$ cat config.mk
export PLATFORM = sky130hd
export DESIGN_NAME = led_row_sweep_fade_animator_core
export DESIGN_NICKNAME = d
export VERILOG_FILES = /design/src/rtl/lrsfa_pkg.sv /design/src/rtl/led_row_sweep_fade_animator_core.sv
export SDC_FILE = /design/constraint.sdc
export NUM_CORES = 2
export LEC_CHECK = 0
export ABC_AREA = 1
export ABC_CLOCK_PERIOD_IN_PS = 6500
export BUFFER_PORTS_ARGS = -buffer_cell sky130_fd_sc_hd__buf_2
export CAP_MARGIN = 20
export CORE_UTILIZATION = 25
export DETAILED_ROUTE_END_ITERATION = 12
export PLACE_DENSITY_LB_ADDON = 0.08
export SYNTH_ARGS = -nofsm -noshare
export SYNTH_HDL_FRONTEND = slang
export SYNTH_SLANG_ARGS = --single-unit
$ cat constraint.sdc
create_clock -name clk -period 6.5 [get_ports clk]
set_input_delay 1.3 -clock clk [delete_from_list [all_inputs] [get_ports clk]]
set_output_delay 1.3 -clock clk [all_outputs]
set_load 0.05 [all_outputs]
$ cat src/rtl/lrsfa_pkg.sv
package lrsfa_pkg;

	localparam int MaxLeds = 64;
	localparam int IdxW    = $clog2(MaxLeds);

	localparam logic [2:0] REG_INTERVAL  = 3'd0;
	localparam logic [2:0] REG_FADE_STEP = 3'd1;
	localparam logic [2:0] REG_SWEEP     = 3'd2;
	localparam logic [2:0] REG_LPR       = 3'd3;
	localparam logic [2:0] REG_ROWS      = 3'd4;

	localparam logic [31:0] RST_INTERVAL  = 32'd50;
	localparam logic [7:0]  RST_FADE_STEP = 8'd10;
	localparam logic        RST_SWEEP     = 1'b1;
	localparam logic [6:0]  RST_LPR       = 7'd8;
	localparam logic [6:0]  RST_ROWS      = 7'd8;

	localparam logic [7:0] LIT_GREEN = 8'd255;
	localparam logic [7:0] LIT_BLUE  = 8'd120;
	localparam logic [2:0] HOLD_SET  = 3'd5;

	// rows that fit into the store for a given row length (64 / lpr)
	function automatic logic [6:0] max_rows(input logic [6:0] lpr);
		logic [6:0] r;
		case (lpr) inside
			7'd1:              r = 7'd64;
			7'd2:              r = 7'd32;
			7'd3:              r = 7'd21;
			7'd4:              r = 7'd16;
			7'd5:              r = 7'd12;
			7'd6:              r = 7'd10;
			7'd7:              r = 7'd9;
			7'd8:              r = 7'd8;
			7'd9:              r = 7'd7;
			7'd10:             r = 7'd6;
			[7'd11:7'd12]:     r = 7'd5;
			[7'd13:7'd16]:     r = 7'd4;
			[7'd17:7'd21]:     r = 7'd3;
			[7'd22:7'd32]:     r = 7'd2;
			[7'd33:7'd64]:     r = 7'd1;
			default:           r = 7'd0;
		endcase
		return r;
	endfunction

	function automatic logic [7:0] sat_sub(input logic [7:0] a, input logic [7:0] b);
		return (a > b) ? (a - b) : 8'd0;
	endfunction

endpackage

$ cat src/rtl/led_row_sweep_fade_animator_core.sv
// Steps: a refresh passes ST_ROWS, ST_STEP and ST_START, then for each LED through the frame store
//   reads (ST_RD), then fades/lights, writes back and loads the output register (ST_PROC).
// An input that does not refresh is only taken; an empty section returns to idle from ST_STEP.
// One input at a time; tready is low while a refresh walks the store.
// Reset: registers to defaults, store reads as zero via per-entry valid bits,
//   timers, hold and row pointer to zero.
module led_row_sweep_fade_animator_core (
	input  logic        clk,
	input  logic        arst_n,
	input  logic        psel,
	input  logic        penable,
	input  logic        pwrite,
	input  logic [4:0]  paddr,
	input  logic [31:0] pwdata,
	output logic [31:0] prdata,
	output logic        pready,
	input  logic        s_axis_tvalid,
	output logic        s_axis_tready,
	input  logic [31:0] s_axis_tdata,   // [31:0] now_ms
	output logic        m_axis_tvalid,
	input  logic        m_axis_tready,
	output logic [23:0] m_axis_tdata,   // [5:0] led_index, [13:6] green_level, [21:14] blue_level
	output logic        m_axis_tlast    // frame_last
);
	import lrsfa_pkg::*;

	typedef enum logic [2:0] {
		ST_IDLE,
		ST_ROWS,
		ST_STEP,
		ST_START,
		ST_RD,
		ST_PROC
	} state_t;

	state_t state_q;

	logic [31:0] interval_q;
	logic [7:0]  fade_step_q;
	logic        sweep_q;
	logic [6:0]  lpr_q;
	logic [6:0]  rows_cfg_q;

	logic [31:0]      last_q;
	logic [2:0]       hold_q;
	logic [IdxW-1:0]  row_q;
	logic [6:0]       rows_q;
	logic [6:0]       n_q;
	logic [6:0]       start_q;
	logic             lit_en_q;
	logic [IdxW-1:0]  i_q;
	logic [MaxLeds-1:0] vld_q;

	logic [15:0] mem [MaxLeds];
	logic [15:0] rd_q;
	logic        rd_vld_q;

	logic        out_valid_q;
	logic [23:0] out_data_q;
	logic        out_last_q;

	logic [2:0]  reg_idx;
	logic        cfg_wr;
	logic        in_xfer;
	logic [31:0] diff;
	logic        out_free;
	logic [7:0]  g_cur, b_cur, g_new, b_new;
	logic        in_lit;
	logic [7:0]  lit_end;
	logic [6:0]  nxt_row;
	logic [6:0]  row_ext;
	logic [13:0] n_prod;
	logic [13:0] start_prod;
	logic        wr_en;

	assign reg_idx = paddr[4:2];
	assign pready  = 1'b1;
	assign cfg_wr  = psel && penable && pwrite && pready;

	always_comb begin
		unique case (reg_idx)
			REG_INTERVAL:  prdata = interval_q;
			REG_FADE_STEP: prdata = {24'd0, fade_step_q};
			REG_SWEEP:     prdata = {31'd0, sweep_q};
			REG_LPR:       prdata = {25'd0, lpr_q};
			REG_ROWS:      prdata = {25'd0, rows_cfg_q};
			default:       prdata = 32'd0;
		endcase
	end

	always_ff @(posedge clk or negedge arst_n) begin
		if (!arst_n) begin
			interval_q  <= RST_INTERVAL;
			fade_step_q <= RST_FADE_STEP;
			sweep_q     <= RST_SWEEP;
			lpr_q       <= RST_LPR;
			rows_cfg_q  <= RST_ROWS;
		end else if (cfg_wr) begin
			unique case (reg_idx)
				REG_INTERVAL:  interval_q  <= pwdata;
				REG_FADE_STEP: fade_step_q <= pwdata[7:0];
				REG_SWEEP:     sweep_q     <= pwdata[0];
				REG_LPR:       lpr_q       <= pwdata[6:0];
				REG_ROWS:      rows_cfg_q  <= pwdata[6:0];
				default:       ;
			endcase
		end
	end

	assign s_axis_tready = (state_q == ST_IDLE);
	assign in_xfer       = s_axis_tvalid && s_axis_tready;
	assign diff          = s_axis_tdata - last_q;

	assign out_free = !out_valid_q || m_axis_tready;

	// row pointer step with wraparound
	assign row_ext = {1'b0, row_q};
	always_comb begin
		if (sweep_q) begin
			if (row_q == '0)
				nxt_row = rows_q - 7'd1;
			else if ((row_ext - 7'd1) >= rows_q)
				nxt_row = 7'd0;
			else
				nxt_row = row_ext - 7'd1;
		end else begin
			if ((row_ext + 7'd1) >= rows_q)
				nxt_row = 7'd0;
			else
				nxt_row = row_ext + 7'd1;
		end
	end

	assign n_prod     = rows_q * lpr_q;
	assign start_prod = row_ext * lpr_q;

	assign g_cur   = rd_vld_q ? rd_q[7:0]  : 8'd0;
	assign b_cur   = rd_vld_q ? rd_q[15:8] : 8'd0;
	assign lit_end = {1'b0, start_q} + {1'b0, lpr_q};
	assign in_lit  = lit_en_q && ({1'b0, i_q} >= start_q) && ({2'b0, i_q} < lit_end);
	assign g_new   = in_lit ? LIT_GREEN : sat_sub(g_cur, {fade_step_q[6:0], 1'b0});
	assign b_new   = in_lit ? LIT_BLUE  : sat_sub(b_cur, fade_step_q);
	assign wr_en   = (state_q == ST_PROC) && out_free;

	always_ff @(posedge clk) begin
		if (wr_en)
			mem[i_q] <= {b_new, g_new};
		if (state_q == ST_RD)
			rd_q <= mem[i_q];
	end

	always_ff @(posedge clk or negedge arst_n) begin
		if (!arst_n) begin
			state_q     <= ST_IDLE;
			last_q      <= '0;
			hold_q      <= '0;
			row_q       <= '0;
			rows_q      <= '0;
			n_q         <= '0;
			start_q     <= '0;
			vld_q       <= '0;
			lit_en_q    <= 1'b0;
			i_q         <= '0;
			rd_vld_q    <= 1'b0;
			out_valid_q <= 1'b0;
			out_data_q  <= '0;
			out_last_q  <= 1'b0;
		end else begin
			if (out_valid_q && m_axis_tready && !wr_en)
				out_valid_q <= 1'b0;
			unique case (state_q)
				ST_IDLE: begin
					if (in_xfer && (diff >= interval_q)) begin
						last_q  <= s_axis_tdata;
						state_q <= ST_ROWS;
					end
				end
				ST_ROWS: begin
					rows_q  <= (rows_cfg_q > max_rows(lpr_q)) ? max_rows(lpr_q) : rows_cfg_q;
					state_q <= ST_STEP;
				end
				ST_STEP: begin
					n_q <= n_prod[6:0];
					if (rows_q == 7'd0) begin
						state_q <= ST_IDLE;
					end else begin
						if (hold_q != 3'd0) begin
							hold_q   <= hold_q - 3'd1;
							lit_en_q <= 1'b0;
						end else begin
							row_q    <= nxt_row[IdxW-1:0];
							lit_en_q <= 1'b1;
							if ((sweep_q && nxt_row == 7'd0) ||
							    (!sweep_q && nxt_row == rows_q - 7'd1))
								hold_q <= HOLD_SET;
						end
						state_q <= ST_START;
					end
				end
				ST_START: begin
					start_q <= start_prod[6:0];
					i_q     <= '0;
					state_q <= ST_RD;
				end
				ST_RD: begin
					rd_vld_q <= vld_q[i_q];
					state_q  <= ST_PROC;
				end
				ST_PROC: begin
					if (out_free) begin
						vld_q[i_q]  <= 1'b1;
						out_valid_q <= 1'b1;
						out_data_q  <= {2'b0, b_new, g_new, i_q};
						out_last_q  <= ({1'b0, i_q} == n_q - 7'd1);
						if ({1'b0, i_q} == n_q - 7'd1) begin
							state_q <= ST_IDLE;
						end else begin
							i_q     <= i_q + 1'b1;
							state_q <= ST_RD;
						end
					end
				end
				default: state_q <= ST_IDLE;
			endcase
		end
	end

	assign m_axis_tvalid = out_valid_q;
	assign m_axis_tdata  = out_data_q;
	assign m_axis_tlast  = out_last_q;

	a_idx_in_frame: assert property (@(posedge clk) disable iff (!arst_n)
		(state_q == ST_PROC) |-> ({1'b0, i_q} < n_q))
		else $error("LED index beyond frame length");

	a_hold_range: assert property (@(posedge clk) disable iff (!arst_n)
		hold_q <= HOLD_SET)
		else $error("hold counter out of range");

	a_out_from_proc: assert property (@(posedge clk) disable iff (!arst_n)
		$rose(m_axis_tvalid) |-> $past(state_q == ST_PROC))
		else $error("result loaded outside the LED walk");

	a_busy_no_ready: assert property (@(posedge clk) disable iff (!arst_n)
		(state_q == ST_RD || state_q == ST_PROC) |-> !s_axis_tready)
		else $error("input taken during a refresh");

endmodule
After elaboration in Yosys (flattened, before gate mapping)
Memory sizes are Yosys's and may differ from the RTL's. A register that Yosys moved wholly into a read port is not among the register bits.
Cells that the tools add are included.
{"block": "word_totals", "register_bits": 216, "n_memories": 1, "ramBits": 1024, "wordCells": 169}
{"memory": "mem", "words": 64, "width": 16, "rd": 1, "rd_ports_with_merged_regs": 1, "write_ports": 1, "line": "led_row_sweep_fade_animator_core.sv:54", "text": "logic [15:0] mem [MaxLeds];"}
{"block": "op_classes", "n_lt_le_gt_ge": 20, "addsub": 10, "bitwise": 3, "multipliers": 2, "eq_ne": 24, "reduce_logical": 42, "n_mux": 48}
{"op": "$pmux 32 s5", "n": 1}
{"op": "$or 64x64->64", "n": 1}
{"op": "$mux 7", "n": 8}
{"op": "$mux 8", "n": 6}
{"op": "$ge 32x32->1", "n": 1}
{"op": "$sub 32x32->32", "n": 1}
{"op": "$eq 7x3->1 const B", "n": 4}
{"op": "$mux 3", "n": 9}
{"op": "$eq 7x4->1 const B", "n": 3}
{"op": "$pmux 3 s6", "n": 1}
{"op": "$reduce_and 2->1", "n": 9}
{"op": "$logic_and 1x1->1", "n": 17}
{"op": "$gt 8x8->1", "n": 2}
{"op": "$mux 4", "n": 4}
{"op": "$sub 8x8->8", "n": 2}
{"op": "$eq 7x2->1 const B", "n": 2}
{"op": "$ge 7x4->1 const B", "n": 2}
{"op": "$ge 7x5->1 const B", "n": 2}
{"op": "$ge 7x7->1", "n": 2}
{"op": "$le 7x5->1 const B", "n": 2}
{"op": "$logic_not 7->1", "n": 2}
{"op": "$sub 7x1->7 const B", "n": 2}
{"op": "$eq 3x2->1 const B", "n": 4}
{"op": "$mux 6", "n": 2}
{"op": "37 further kinds", "n": 60}

Longest topological paths before layout
{"block": "depth", "depth_word": 20, "mapped_depth": 25, "mapped_depth_nobuf": 24}

Worst setup path after synthesis
No wires, ideal clock.
{"block": "synth_timing", "path_kind": "register to register", "start": "register rd_vld_q", "end": "memory mem[0][11] (data pin)", "setup_ns": 0.711, "arrival_ns": 4.701, "stages_incl_launch_ff": 17, "n_path_buf": 2, "path_slack_ns": 1.088, "cell_sequence": "dfrtp_1 -> clkbuf_1 -> clkbuf_1 -> nand2_1 -> ha_1 -> inv_1 -> fa_1 -> nand3_1 -> nand2_1 -> nand2_1 -> nand2_1 -> a21oi_1 -> inv_1 -> a21oi_1 -> o21bai_1 -> nand2_1 -> o21ai_0"}
{"block": "synth_via", "elab_chain_len": 4, "word_cells_on_any_way": 5, "classes_between": "add/sub: 1; order compare: 1; mux: 3"}
{"element": "from (decl)", "line": "led_row_sweep_fade_animator_core.sv:56", "text": "logic rd_vld_q;"}
{"element": "from (signal assigned)", "line": "led_row_sweep_fade_animator_core.sv:206", "text": "rd_vld_q <= vld_q[i_q];"}
{"element": "$mux 8 (*)", "line": "led_row_sweep_fade_animator_core.sv:138", "text": "assign b_cur = rd_vld_q ? rd_q[15:8] : 8'd0;"}
{"element": "$sub 8x8->8 / $gt 8x8->1 (equally long branches)", "line": "lrsfa_pkg.sv:47", "text": "return (a > b) ? (a - b) : 8'd0;"}
{"element": "$mux 8 (*)", "line": "lrsfa_pkg.sv:47"}
{"element": "$mux 8 (*)", "line": "led_row_sweep_fade_animator_core.sv:142", "text": "assign b_new = in_lit ? LIT_BLUE : sat_sub(b_cur, fade_step_q);"}
{"element": "via b_new[3]", "line": "led_row_sweep_fade_animator_core.sv:67", "text": "logic [7:0] g_cur, b_cur, g_new, b_new;"}
{"element": "to (decl)", "line": "led_row_sweep_fade_animator_core.sv:54"}
Mark *: on every way through the listed nets, which the timed path passes. The rest lies on a longest branch.

Worst setup path in the final report
{"block": "layout_timing", "start": "input port s_axis_tdata[0]", "end": "register last_q[6]"}
{"block": "layout_via", "elab_chain_len": 4}
{"element": "from (decl)", "line": "led_row_sweep_fade_animator_core.sv:19", "text": "input logic [31:0] s_axis_tdata,"}
{"element": "$sub 32x32->32", "line": "led_row_sweep_fade_animator_core.sv:112", "text": "assign diff = s_axis_tdata - last_q;"}
{"element": "$ge 32x32->1", "line": "led_row_sweep_fade_animator_core.sv:173", "text": "if (in_xfer && (diff >= interval_q)) begin"}
{"element": "$logic_and 1x1->1", "line": "led_row_sweep_fade_animator_core.sv:173"}
{"element": "$reduce_and 2->1 (no source line)"}
{"element": "to (signal assigned)", "line": "led_row_sweep_fade_animator_core.sv:174", "text": "last_q <= s_axis_tdata;"}
{"element": "to (decl)", "line": "led_row_sweep_fade_animator_core.sv:44", "text": "logic [31:0] last_q;"}
No other way between the ends.
A chain may end at the register's enable or synchronous reset.

==> results by group <==
CTS
  – CTS Buf Count: 154
  – Clock sinks: 1256
  – CTS clk-pin slew, worst paths: 0.06 ns
  – H-tree levels: 4
  – Hold-fix buffers at CTS: 0
  – CTS root buf: clkbuf_16
  – Post_cts resized: 0
  – Skew-Pair Late Insertion Delay: 0.81 ns
  – Maximum buffer depth of the clock tree: 3
  – CTS tree: yes
  – Post-CTS setup buffers: 0

Placed design
  – DP HPWL: 116.9 mm
  – Dpl ws: 1.145 ns
  – Placed Cells: 7342
  – Port bufs: 130
  – GP Congestion: 0.7857

Worst setup path
  – Crit end category: flip-flop
  – Crit path required time: 7.20 ns
  – CP Launch Type: input port
  – Register-to-register setup slack: 2.16 ns
  – Arrival time worst endpoint: 5.19 ns
  – Worst setup path class: input port to flip-flop
  – Crit-path max FO: 18

Route
  – Routed Antenna Nets: 0
  – Routed WL: 188.9 mm
  – DRC: 0
  – DR pass1 iterations: 5
  – WL/cell: 24.78 um
  – Starting DRT DRC Count: 2495
  – Via Count: 35.23k
  – Routed vias/inst: 4.620

Timing
  – Final Skew: 0.03956 ns
  – Relative slew slack: 27.65%
  – RSZ-0062 raised after global routing: false
  – Setup tns final: 0 ns
  – Period utilisation layout: 69.06%
  – Slew Limit Fails: 0
  – Final hold violations: 0
  – Slew @ Worst Pin: 1.081 ns
  – Min Tclk post-route: 4.489 ns
  – Final setup vio count: 0
  – Max frequency: 222.8 MHz
  – Worst Slack Setup Final: 2.011 ns

Final layout
  – Area Growth Syn to Fin: 18.17%
  – Non-Filler Instances: 7626
  – Share of post-route cells with drive strength above 1: 14.50%
  – Fill cell count: 21.97k
  – Post-Route Utilization: 29.78%
  – Most frequent cells in the layout: edfxtp_1 (1040), nand2_1 (966), inv_1 (362)
  – Commonest non-fill, non-tap cell in the layout: edfxtp_1
  – Layout Nets: 4903

Power and ir drop
  – Lkg Pwr: 24.16 nW
  – Power Dens Cells: 491.0 nW/um2
  – Design Power: 0.03141 W
  – VDD IR max: 0.3744 mV

Die
  – IO Count: 136
  – Core area: 214800 um2
  – Die area: 218400 um2
  – Die height: 467.3 um
  – Starting Density: 25.20%
  – Die width: 467.3 um
  – Num rows: 170

Job
  – Max-cap violations: 0

Synthesis
  – Ys flop type: edfxtp_1
  – Synth Instances: 4418
  – EDFF count, synth: 1040
  – YS warnings: 0
  – Synth unique cells: 63
  – Syn avg cell area: 12.25 um2
  – Post-synthesis sequential area ratio: 67.70%
  – Asr flop ratio synth: 17.20%
  – Mapped cell area: 54130 um2
  – Synth Register Bits: 1256

Min path
  – Worst min path class: input port to asynchronous set/reset pin

Global route
  – Total grt overflow: 0
  – GRT Overall Usage: 17.27%
  – Number of global-route vias before repair: 35.93k
  – Initial antenna violation count: 13
  – Largest net degree at the start of global routing: 100
  – First-pass GRT wire length: 269.9 mm

Status
  – Result of the run: complete, no violations
## cells in the mapped netlist, types with 91 or more instances
| library cell | count | share of area [%] |
|---|---|---|
| a21oi_1 | 157 | 1.5 |
| a22oi_1 | 163 | 2.3 |
| buf_2 | 91 | 0.84 |
| dfrtp_1 | 208 | 9.6 |
| edfxtp_1 | 1040 | 58 |
| ha_1 | 145 | 3.4 |
| inv_1 | 362 | 2.5 |
| nand2_1 | 975 | 6.8 |
| nand3_1 | 104 | 0.96 |
| nand4_1 | 153 | 1.8 |
| nor2_1 | 226 | 1.6 |
| o21ai_0 | 200 | 1.8 |
## registers in the layout (all words and copies together), names as in the netlist, 3 cells and up
name / cells
mem: 1024
vld_q: 64
interval_q: 32
last_q: 32
m_axis_tdata: 22
rd_q: 16
fade_step_q: 8
lpr_q: 7
n_q: 7
rows_cfg_q: 7
rows_q: 7
start_q: 7
i_q: 6
row_q: 6
hold_q: 3
state_q: 3
## power breakdown
group | total, W | switching [W] | internal, W
logic | 0.0106 | 0.00807 | 0.00252
registers | 0.0122 | 0.000390 | 0.0118
clock network | 0.00862 | 0.00348 | 0.00513
## cell type report
cell class              instances  area [um2]  share of cell area (%)
diodes                          8       20.02                 0.03130
multi-input cells            2586       15300                   23.92
clock inverters                76       828.3                   1.295
flip-flops and latches       1256       36650                   57.29
repair buffers                283        1994                   3.118
well taps                    2838        3551                   5.551
clock buffers                 198        4155                   6.496
inverters                     381        1474                   2.304
## per-stage QoR
stage	instance area, um2	hold WS (ns)
2_1_floorplan	54130	0.4244
3_3_place_gp	58810	0.4368
3_5_place_dp	58930	0.4441
4_1_cts	63910	0.3947
5_1_grt	63950	0.4394
6_report	63970	0.4445
## worst paths after layout
check / start / to / depth (start not counted)
max: s_axis_tdata[0] / last_q[6] / 24
min: arst_n / rows_q[3] / 1
max reg2reg: i_q[2] / rd_q[8] / 10
min reg2reg: vld_q[34] / vld_q[34] / 2
max in group asynchronous: arst_n / vld_q[54] / 2
min in group clk: vld_q[34] / vld_q[34] / 2
## kinds of logic after synthesis
kind of cell / count (synthesis) / synth area share (%)
compound gates: 785 / 10.04
xor+xnor: 80 / 1.294
fa+ha+maj: 165 / 4.091
buf+inv: 577 / 4.579
flops: 1256 / 67.70
other cells: 2 / 0.01387
simple gates: 1553 / 12.29
## layer usage
layer | GRT usage [%] | vias to the layer above | wire [um]
met1 | 24.14 | 17910 | 89320
met2 | 27.82 | 747 | 87670
met4 | 4.256 | 2 | 3733
met3 | 2.649 | 208 | 8210
li1 | - | 16370 | -
met5 | 0 | - | 11
## critical path, cell delays in order
cell and delay [ns]:
buf_2 0.10, inv_1 0.06, ha_1 0.15, inv_1 0.06
fa_1 0.40, nand3_1 0.08, nand2_1 0.17, a21boi_2 0.28
o21ai_0 0.17, a21oi_1 0.38, o21ai_0 0.21, a21oi_1 0.23
xnor2_1 0.10, ha_1 0.28, nand4_1 0.09, nor4_1 0.25
buf_4 0.18, nand4_1 0.07, nand3_1 0.10, nand2_1 0.07
clkinv_1 0.09, buf_4 0.21, nand2_1 0.07, o21ai_0 0.08
Power figures use the tool's default switching activity.
